[src/rtl/core/rmsg_pkg.sv]
// Shared constants, codes and payload types for the running mean / std-dev unit.
// Used by rmsg_serial_alu and running_mean_stddev_goal_unit; no dependencies.
package rmsg_pkg;

  localparam int COUNT_BITS = 16;
  localparam int FRAC_BITS  = 16;
  localparam int DATA_W     = 32;
  localparam int SUM_W      = DATA_W + COUNT_BITS;
  localparam int WIDE_W     = 2 * DATA_W;
  localparam int REM_W      = DATA_W + 2;
  localparam int STEP_W     = $clog2(WIDE_W + 1);

  localparam logic [DATA_W-1:0] ABORT_BELOW_RESET = DATA_W'(5 << FRAC_BITS);

  localparam logic [1:0] CMD_SAMPLE = 2'd0;
  localparam logic [1:0] CMD_START  = 2'd1;
  localparam logic [1:0] CMD_CANCEL = 2'd2;

  localparam logic [1:0] KIND_FEEDBACK  = 2'd0;
  localparam logic [1:0] KIND_SUCCEEDED = 2'd1;
  localparam logic [1:0] KIND_ABORTED   = 2'd2;
  localparam logic [1:0] KIND_PREEMPTED = 2'd3;

  typedef enum logic [1:0] {
    OP_MUL,
    OP_DIV,
    OP_SQRT
  } alu_op_t;

  typedef struct packed {
    logic    go;
    alu_op_t op;
  } alu_cmd_t;

  typedef struct packed {
    logic busy;
    logic done;
  } alu_sts_t;

  typedef struct packed {
    logic [1:0]               cmd;
    logic signed [DATA_W-1:0] sample_value;
    logic [COUNT_BITS-1:0]    goal_count;
  } req_t;

  typedef struct packed {
    logic [1:0]               kind;
    logic [COUNT_BITS-1:0]    sample_count;
    logic signed [DATA_W-1:0] sample_echo;
    logic signed [DATA_W-1:0] mean;
    logic [DATA_W-1:0]        std_dev;
    logic                     last;
  } rsp_t;

endpackage

[src/rtl/core/rmsg_serial_alu.sv]
// Bit-serial arithmetic unit: shift-add multiply, restoring divide and
// digit-by-digit square root, one result bit per cycle. Depends on rmsg_pkg.
module rmsg_serial_alu
  import rmsg_pkg::*;
(
  input  logic              clk,
  input  logic              rst,
  input  alu_cmd_t          cmd,
  input  logic [WIDE_W-1:0] a,
  input  logic [DATA_W-1:0] b,
  output alu_sts_t          sts,
  output logic [WIDE_W-1:0] result
);

  alu_op_t           op;
  logic [WIDE_W-1:0] wk, wk_next;
  logic [REM_W-1:0]  part, part_next;
  logic [DATA_W-1:0] opnd, opnd_next;
  logic [STEP_W-1:0] steps;
  logic              busy;
  logic              done;

  logic [DATA_W:0]     mul_sum;
  logic [COUNT_BITS:0] div_trial;
  logic                div_ge;
  logic [REM_W+1:0]    sq_trial;
  logic [REM_W+1:0]    sq_test;
  logic                sq_ge;

  always_comb begin
    mul_sum   = {1'b0, wk[WIDE_W-1:DATA_W]} + (wk[0] ? {1'b0, opnd} : '0);
    div_trial = {part[COUNT_BITS-1:0], wk[WIDE_W-1]};
    div_ge    = div_trial >= {1'b0, opnd[COUNT_BITS-1:0]};
    sq_trial  = {part, wk[WIDE_W-1 -: 2]};
    sq_test   = {{(REM_W-DATA_W){1'b0}}, opnd, 2'b01};
    sq_ge     = sq_trial >= sq_test;

    wk_next   = wk;
    part_next = part;
    opnd_next = opnd;
    unique case (op)
      OP_MUL: begin
        // add multiplicand into the high half, shift product right
        wk_next = {mul_sum, wk[DATA_W-1:1]};
      end
      OP_DIV: begin
        wk_next   = {wk[WIDE_W-2:0], div_ge};
        part_next = div_ge ? REM_W'(div_trial - {1'b0, opnd[COUNT_BITS-1:0]})
                           : REM_W'(div_trial);
      end
      OP_SQRT: begin
        // bring down two radicand bits, try root*4+1
        wk_next   = {wk[WIDE_W-3:0], 2'b00};
        part_next = sq_ge ? REM_W'(sq_trial - sq_test) : REM_W'(sq_trial);
        opnd_next = {opnd[DATA_W-2:0], sq_ge};
      end
      default: begin
        wk_next = wk;
      end
    endcase
  end

  always_ff @(posedge clk) begin
    if (rst) begin
      busy  <= 1'b0;
      done  <= 1'b0;
      steps <= '0;
    end else begin
      done <= 1'b0;
      if (cmd.go) begin
        busy  <= 1'b1;
        steps <= (cmd.op == OP_DIV) ? STEP_W'(WIDE_W) : STEP_W'(DATA_W);
      end else if (busy) begin
        steps <= steps - 1'b1;
        if (steps == STEP_W'(1)) begin
          busy <= 1'b0;
          done <= 1'b1;
        end
      end
    end
  end

  always_ff @(posedge clk) begin
    if (cmd.go) begin
      op   <= cmd.op;
      part <= '0;
      unique case (cmd.op)
        OP_MUL: begin
          wk   <= {{(WIDE_W-DATA_W){1'b0}}, a[DATA_W-1:0]};
          opnd <= b;
        end
        OP_DIV: begin
          wk   <= a;
          opnd <= b;
        end
        OP_SQRT: begin
          wk   <= a;
          opnd <= '0;
        end
        default: begin
          wk   <= a;
          opnd <= b;
        end
      endcase
    end else if (busy) begin
      wk   <= wk_next;
      part <= part_next;
      opnd <= opnd_next;
    end
  end

  assign sts    = '{busy: busy, done: done};
  assign result = (op == OP_SQRT) ? {{(WIDE_W-DATA_W){1'b0}}, opnd} : wk;

endmodule

[src/rtl/core/running_mean_stddev_goal_unit.sv]
// A sample request runs the square, mean divide, mean-square divide, mean^2 and
// root steps in order in the shared serial ALU. Requests stall until the result,
// and any terminal result that follows it, has been taken; start is handled in
// idle, and cancel gives its own result. Synchronous reset clears the job, count,
// goal and sums, and sets abort_below to 5.0. Depends on rmsg_pkg.
module running_mean_stddev_goal_unit
  import rmsg_pkg::*;
(
  input  logic              clk,
  input  logic              rst,
  input  logic              req_valid,
  output logic              req_stall,
  input  req_t              req,
  output logic              rsp_valid,
  input  logic              rsp_stall,
  output rsp_t              rsp,
  input  logic              cfg_we,
  input  logic [DATA_W-1:0] cfg_wdata
);

  typedef enum logic [6:0] {
    S_IDLE = 7'b0000001,
    S_SQ   = 7'b0000010,
    S_MEAN = 7'b0000100,
    S_EX2  = 7'b0001000,
    S_M2   = 7'b0010000,
    S_ROOT = 7'b0100000,
    S_EMIT = 7'b1000000
  } state_t;

  state_t state, state_next;

  logic signed [DATA_W-1:0] abort_below;
  logic                     active;
  logic [COUNT_BITS-1:0]    count;
  logic [COUNT_BITS-1:0]    goal;
  logic [SUM_W-1:0]         sum;
  logic [WIDE_W-1:0]        sqsum;
  logic                     term_pending;

  logic signed [DATA_W-1:0] sample;
  logic                     skip;
  logic                     finish;
  logic [DATA_W-1:0]        q;
  logic [WIDE_W-1:0]        ex2;
  logic [1:0]               term_kind;

  logic              req_fire;
  logic              rsp_fire;
  logic [DATA_W-1:0] smag_in;
  logic              count_full;
  logic              finish_in;
  logic [SUM_W-1:0]  sum_mag;
  logic [WIDE_W:0]   sq_add;
  logic [WIDE_W-1:0] m2;
  logic [WIDE_W-1:0] var_abs;
  logic [WIDE_W-1:0] radicand;
  logic [DATA_W-1:0] mean_val;
  logic              mean_low;

  alu_cmd_t          alu_cmd;
  alu_sts_t          alu_sts;
  logic [WIDE_W-1:0] alu_a;
  logic [DATA_W-1:0] alu_b;
  logic [WIDE_W-1:0] alu_res;

  rmsg_serial_alu u_alu (
    .clk    (clk),
    .rst    (rst),
    .cmd    (alu_cmd),
    .a      (alu_a),
    .b      (alu_b),
    .sts    (alu_sts),
    .result (alu_res)
  );

  assign req_stall = (state != S_IDLE);
  assign req_fire  = req_valid && !req_stall;
  assign rsp_valid = (state == S_EMIT);
  assign rsp_fire  = rsp_valid && !rsp_stall;

  always_comb begin
    smag_in    = req.sample_value[DATA_W-1] ? (~req.sample_value) + 1'b1 : req.sample_value;
    count_full = (count == '1);
    finish_in  = ({1'b0, count} + 1'b1) > {1'b0, goal};
    sum_mag    = sum[SUM_W-1] ? (~sum) + 1'b1 : sum;
    sq_add     = {1'b0, sqsum} + {1'b0, alu_res >> FRAC_BITS};
    m2         = alu_res >> FRAC_BITS;
    var_abs    = (ex2 >= m2) ? ex2 - m2 : m2 - ex2;
    radicand   = var_abs << FRAC_BITS;
    mean_val   = sum[SUM_W-1] ? (~q) + 1'b1 : q;
    mean_low   = $signed(mean_val) < abort_below;
  end

  // issue the next serial operation as the previous one finishes
  always_comb begin
    alu_cmd = '{go: 1'b0, op: OP_MUL};
    alu_a   = '0;
    alu_b   = '0;
    unique case (state)
      S_IDLE: begin
        if (req_fire && req.cmd == CMD_SAMPLE && active) begin
          alu_cmd = '{go: 1'b1, op: OP_MUL};
          alu_a   = {{(WIDE_W-DATA_W){1'b0}}, smag_in};
          alu_b   = smag_in;
        end
      end
      S_SQ: begin
        if (alu_sts.done) begin
          alu_cmd = '{go: 1'b1, op: OP_DIV};
          alu_a   = {{(WIDE_W-SUM_W){1'b0}}, sum_mag};
          alu_b   = {{(DATA_W-COUNT_BITS){1'b0}}, count};
        end
      end
      S_MEAN: begin
        if (alu_sts.done) begin
          alu_cmd = '{go: 1'b1, op: OP_DIV};
          alu_a   = sqsum;
          alu_b   = {{(DATA_W-COUNT_BITS){1'b0}}, count};
        end
      end
      S_EX2: begin
        if (alu_sts.done) begin
          alu_cmd = '{go: 1'b1, op: OP_MUL};
          alu_a   = {{(WIDE_W-DATA_W){1'b0}}, q};
          alu_b   = q;
        end
      end
      S_M2: begin
        if (alu_sts.done) begin
          alu_cmd = '{go: 1'b1, op: OP_SQRT};
          alu_a   = radicand;
        end
      end
      default: begin
        alu_a = '0;
      end
    endcase
  end

  always_comb begin
    state_next = state;
    unique case (state)
      S_IDLE: begin
        if (req_fire && active &&
            (req.cmd == CMD_SAMPLE || req.cmd == CMD_CANCEL)) begin
          state_next = (req.cmd == CMD_SAMPLE) ? S_SQ : S_EMIT;
        end
      end
      S_SQ:   if (alu_sts.done) state_next = S_MEAN;
      S_MEAN: if (alu_sts.done) state_next = S_EX2;
      S_EX2:  if (alu_sts.done) state_next = S_M2;
      S_M2:   if (alu_sts.done) state_next = S_ROOT;
      S_ROOT: if (alu_sts.done) state_next = S_EMIT;
      S_EMIT: if (rsp_fire && !term_pending) state_next = S_IDLE;
      default: state_next = S_IDLE;
    endcase
  end

  always_ff @(posedge clk) begin
    if (rst) begin
      state        <= S_IDLE;
      abort_below  <= ABORT_BELOW_RESET;
      active       <= 1'b0;
      count        <= '0;
      goal         <= '0;
      sum          <= '0;
      sqsum        <= '0;
      term_pending <= 1'b0;
    end else begin
      state <= state_next;
      if (cfg_we) begin
        abort_below <= cfg_wdata;
      end
      unique case (state)
        S_IDLE: begin
          if (req_fire) begin
            if (req.cmd == CMD_START) begin
              goal   <= req.goal_count;
              count  <= '0;
              sum    <= '0;
              sqsum  <= '0;
              active <= 1'b1;
            end else if (req.cmd == CMD_CANCEL && active) begin
              active       <= 1'b0;
              term_pending <= 1'b0;
            end else if (req.cmd == CMD_SAMPLE && active && !count_full) begin
              count <= count + 1'b1;
              sum   <= sum + {{(SUM_W-DATA_W){req.sample_value[DATA_W-1]}},
                              req.sample_value};
            end
          end
        end
        S_SQ: begin
          // saturate the square sum on carry out
          if (alu_sts.done && !skip) begin
            sqsum <= sq_add[WIDE_W] ? '1 : sq_add[WIDE_W-1:0];
          end
        end
        S_ROOT: begin
          if (alu_sts.done) begin
            term_pending <= finish;
            if (finish) begin
              active <= 1'b0;
            end
          end
        end
        S_EMIT: begin
          if (rsp_fire) begin
            term_pending <= 1'b0;
          end
        end
        default: begin
          term_pending <= term_pending;
        end
      endcase
    end
  end

  always_ff @(posedge clk) begin
    if (req_fire) begin
      sample <= req.sample_value;
      skip   <= count_full;
      finish <= finish_in;
      if (req.cmd == CMD_CANCEL && active) begin
        rsp <= '{kind: KIND_PREEMPTED, sample_count: count, sample_echo: '0,
                 mean: '0, std_dev: '0, last: 1'b1};
      end
    end
    if (state == S_MEAN && alu_sts.done) begin
      q <= alu_res[DATA_W-1:0];
    end
    if (state == S_EX2 && alu_sts.done) begin
      ex2 <= alu_res;
    end
    if (state == S_ROOT && alu_sts.done) begin
      rsp <= '{kind: KIND_FEEDBACK, sample_count: count, sample_echo: sample,
               mean: mean_val, std_dev: alu_res[DATA_W-1:0], last: !finish};
      term_kind <= mean_low ? KIND_ABORTED : KIND_SUCCEEDED;
    end
    // hold the feedback values, switch to the terminal kind
    if (state == S_EMIT && rsp_fire && term_pending) begin
      rsp.kind <= term_kind;
      rsp.last <= 1'b1;
    end
  end

  a_rsp_blocks_req: assert property (@(posedge clk) disable iff (rst)
    rsp_valid |-> req_stall)
    else $error("request taken while a result is pending");

  a_alu_free: assert property (@(posedge clk) disable iff (rst)
    alu_cmd.go |-> !alu_sts.busy)
    else $error("serial ALU restarted while busy");

  a_alu_needs_job: assert property (@(posedge clk) disable iff (rst)
    alu_cmd.go |-> active)
    else $error("sample work started with no active job");

  a_terminal_follows: assert property (@(posedge clk) disable iff (rst)
    rsp_valid && !rsp_stall && !rsp.last |=>
      rsp_valid && (rsp.kind == KIND_SUCCEEDED || rsp.kind == KIND_ABORTED))
    else $error("feedback without last not followed by terminal result");

endmodule
[config.mk]
export PLATFORM = sky130hd
export DESIGN_NAME = running_mean_stddev_goal_unit
export DESIGN_NICKNAME = d
export VERILOG_FILES = /design/src/rtl/core/rmsg_pkg.sv /design/src/rtl/core/rmsg_serial_alu.sv /design/src/rtl/core/running_mean_stddev_goal_unit.sv
export SDC_FILE = /design/constraint.sdc
export NUM_CORES = 2
export LEC_CHECK = 0
export BUFFER_PORTS_ARGS = -buffer_cell sky130_fd_sc_hd__clkbuf_2
export CORE_ASPECT_RATIO = 0.75
export CORE_UTILIZATION = 45
export CTS_CLUSTER_SIZE = 28
export DETAILED_ROUTE_END_ITERATION = 8
export PLACE_DENSITY_LB_ADDON = 0.25
export SYNTH_ARGS = -nofsm -noshare
export SYNTH_HDL_FRONTEND = slang
export SYNTH_HIERARCHICAL = 1
export SYNTH_SLANG_ARGS = --single-unit
[constraint.sdc]
create_clock -name clk -period 13 [get_ports clk]
set_clock_uncertainty 0.05 [all_clocks]
set_input_delay 1.95 -clock clk [delete_from_list [all_inputs] [get_ports clk]]
set_output_delay 1.95 -clock clk [all_outputs]
set_load 0.02 [all_outputs]
==> results.md <==
- Hold wc startpoint: goal[6]$_SDFFE_PP0P_
- CTS Hold Buffers Added: 0
- Row cnt: 97
- Worst hold path cell count: 2
- Status: finished, final reports clean
- Max-cap violations: 0
- Final setup viols: 0
- Crit path DAT: 6.99 ns
- Net switching power: 1.39 mW
- Avg Inst Size Synth: 8.58 um^2
- Setup TNS: 0 ns
- Tightest Hold Check Type: flop to flop
- Register Area: 14900 um^2
- Largest net degree at the start of global routing: a little over 70
- Initial antenna violation count: 8
- Cts bufs inserted: 67
- Tmin final: 6.66 ns
- Comb power frac: 16.4%
- Most common cell after layout, fill and taps aside: nand2_1
- DRC: 0
- Final hold vios: 0
- Ports: a little over 200
- Fillers: 8973
- Origin of the critical flop-to-flop path: u_alu/op[0]$_DFFE_PP_
- Commonest non-fill, non-tap cells in the layout: nand2_1 (476), a21oi_1 (464), o21ai_0 (380), nor2_1 (373), edfxtp_1 (344)
- Cells after Synth: about 5000
- Ys Warns: 6
- Power density cells: 102 nW/um^2
- Drt total wl: between 150000 and 200000 um
- First-pass GRT wire length: 243000 um
- Flop pwr share: 42.1%
- CTS tree: done
- Unrepaired setup endpoints after global routing: no
- CTS Sinks: ~570
- Vias in the first global route: 36700
- Root Driver: clkbuf_16
- Starting Density: 45.6%
- Pre-antenna DRT Iters: 7
- Syn-to-layout area delta: 9.71%
- DRC marker count from the first detailed-route iteration: 5474
- Reg2Reg Setup Slack: 6.34 ns
- Post-Syn Nets: 5413
- Maximum vdd ir drop: between 0.1 and 0.15 mV
- Startpoint types: flop
- Slew HR: about a fifth
- Nature of the critical path endpoint: flop
- Grt ovf: 0
- Dpl cells: between 6000 and 7000
- Synthesized cell area: 42800 um^2
- Pleak: 19.0 nW
- DR vias/cell: 6.42
- Worst slew pin tran: 1.21 ns
- Setup CP Type: flop to flop
- CP Max Fanout: 43
- CTS resizes: 0
- Clock tree buffer depth: 3
- WP data required: 13.32 ns
- Wire per inst: 26.2 um
- Multi-input combinational cell area: 25900 um^2
- Post-CTS Setup Bufs: 0
- Remaining antenna violation count after routing: 0
- H-Tree Depth: 3
- Max Freq: 150 MHz
- IO Port Bufs: 203
- Pins Over Slew Limit: 0
- Vias: 40600
- Internal power: 3.42 mW
- Dpl hpwl: 127000 um
- Final GP Congestion: 1.03
- Core Area: 93800 um^2
- Clk Latency, worst-skew pair: 0.65 ns
- Die height: 269 um
- Final net count: 5458
- DIE AREA: 96400 um^2
- Clk slew on worst S/H paths: around 0.060 ns
- Gr usage total: between 30% and 40%
- Layout cell share with drive strength beyond 1: 9.13%
- Switching portion of total power: 28.9%
- Worst hold path endpoint: goal[6]$_SDFFE_PP0P_
- Chip Width: 358 um
- R2R depth: 20
- Final period util: 51.3%
- Non-filler cells, final: 6330
- Clk pwr share: 41.5%
- Reg-to-Reg End: u_alu/wk[62]$_DFFE_PP_
-- worst max-delay path, cell delays in order (launching register included) --
cell and delay (ns):
edfxtp_1 0.41, inv_1 0.14, ha_4 0.55, mux2_2 0.47
inv_1 0.09, ha_1 0.16, inv_1 0.05, fa_1 0.41
a21o_1 0.18, a21o_1 0.20, a211oi_1 0.57, o21ai_0 0.25
a2111oi_0 0.70, o31ai_1 0.22, a31oi_1 0.61, o31ai_1 0.18
a31oi_1 0.23, xor2_1 0.37, o21ai_0 0.14, a221oi_1 0.28
nand2_1 0.10
-- state kept, by name (all words and copies together) (netlist names), 2 cells and up --
signal and cells:
abort_below 32, count 16, ex2 64, goal 16, q 32, rsp 115
sample 32, sqsum 64, state 7, sum 48, term_kind 2, u_alu/op 2
u_alu/opnd 32, u_alu/part 34, u_alu/steps 7, u_alu/wk 64
-- final cells by class --
class | instances | share of cell area [%]
Antenna cell | 1 | 0.00533
Clock buffer | 99 | 4.09
Clock inverter | 25 | 0.730
Inverter | 270 | 2.16
Multi-Input combinational cell | 3879 | 55.1
Sequential cell | 573 | 31.8
Tap cell | 1237 | 3.30
Timing Repair Buffer | 246 | 2.86
-- metal layers --
layer | global-route usage (%) | share of wire, %
met2 | 44.4 | 39
met4 | 8.48 | 2.7
met3 | 10.1 | 13
met1 | 51.3 | 45
met5 | 0 | 0.034
-- worst max path at each step --
| stage | from | endpoint | slack [ns] | cells after the start |
|---|---|---|---|---|
| 3_3_place_gp | u_alu/op[0]$_DFFE_PP_ | u_alu/wk[62]$_DFFE_PP_ | 6.50 | 20 |
| 6_report | u_alu/op[0]$_DFFE_PP_ | u_alu/wk[62]$_DFFE_PP_ | 6.34 | 20 |
| 4_1_cts | u_alu/op[0]$_DFFE_PP_ | u_alu/wk[62]$_DFFE_PP_ | 6.48 | 20 |
| 3_5_place_dp | u_alu/op[0]$_DFFE_PP_ | u_alu/wk[62]$_DFFE_PP_ | 6.53 | 20 |
| 2_1_floorplan | req_valid | u_alu/wk[0]$_DFFE_PP_ | 7.20 | 8 |
| 5_1_grt | u_alu/op[0]$_DFFE_PP_ | u_alu/wk[54]$_DFFE_PP_ | 5.98 | 20 |
-- per-stage QoR --
step                      hold slack [ns]  utilization (%)  instance area (um^2)  setup slack [ns]  power, mW
final                               0.400             50.1                 47000              6.34       4.81
after global routing                0.426             50.1                 47000              5.98       4.99
after CTS                           0.402             50.1                 47000              6.48       4.82
after detailed placement            0.395             47.6                 44700              6.53       2.83
after global placement              0.393             47.6                 44700              6.50       2.83
after floorplan                     0.382                -                 42800              7.20       2.64
-- power by group through the flow --
stage          combinational, mW  clock [mW]  sequential [mW]
5_1_grt                    0.871        2.09             2.03
2_1_floorplan              0.597           0             2.05
4_1_cts                    0.777        2.02             2.02
3_3_place_gp               0.766           0             2.06
6_report                   0.791        2.00             2.03
3_5_place_dp               0.770           0             2.06
Power figures use the tool's default switching activity.
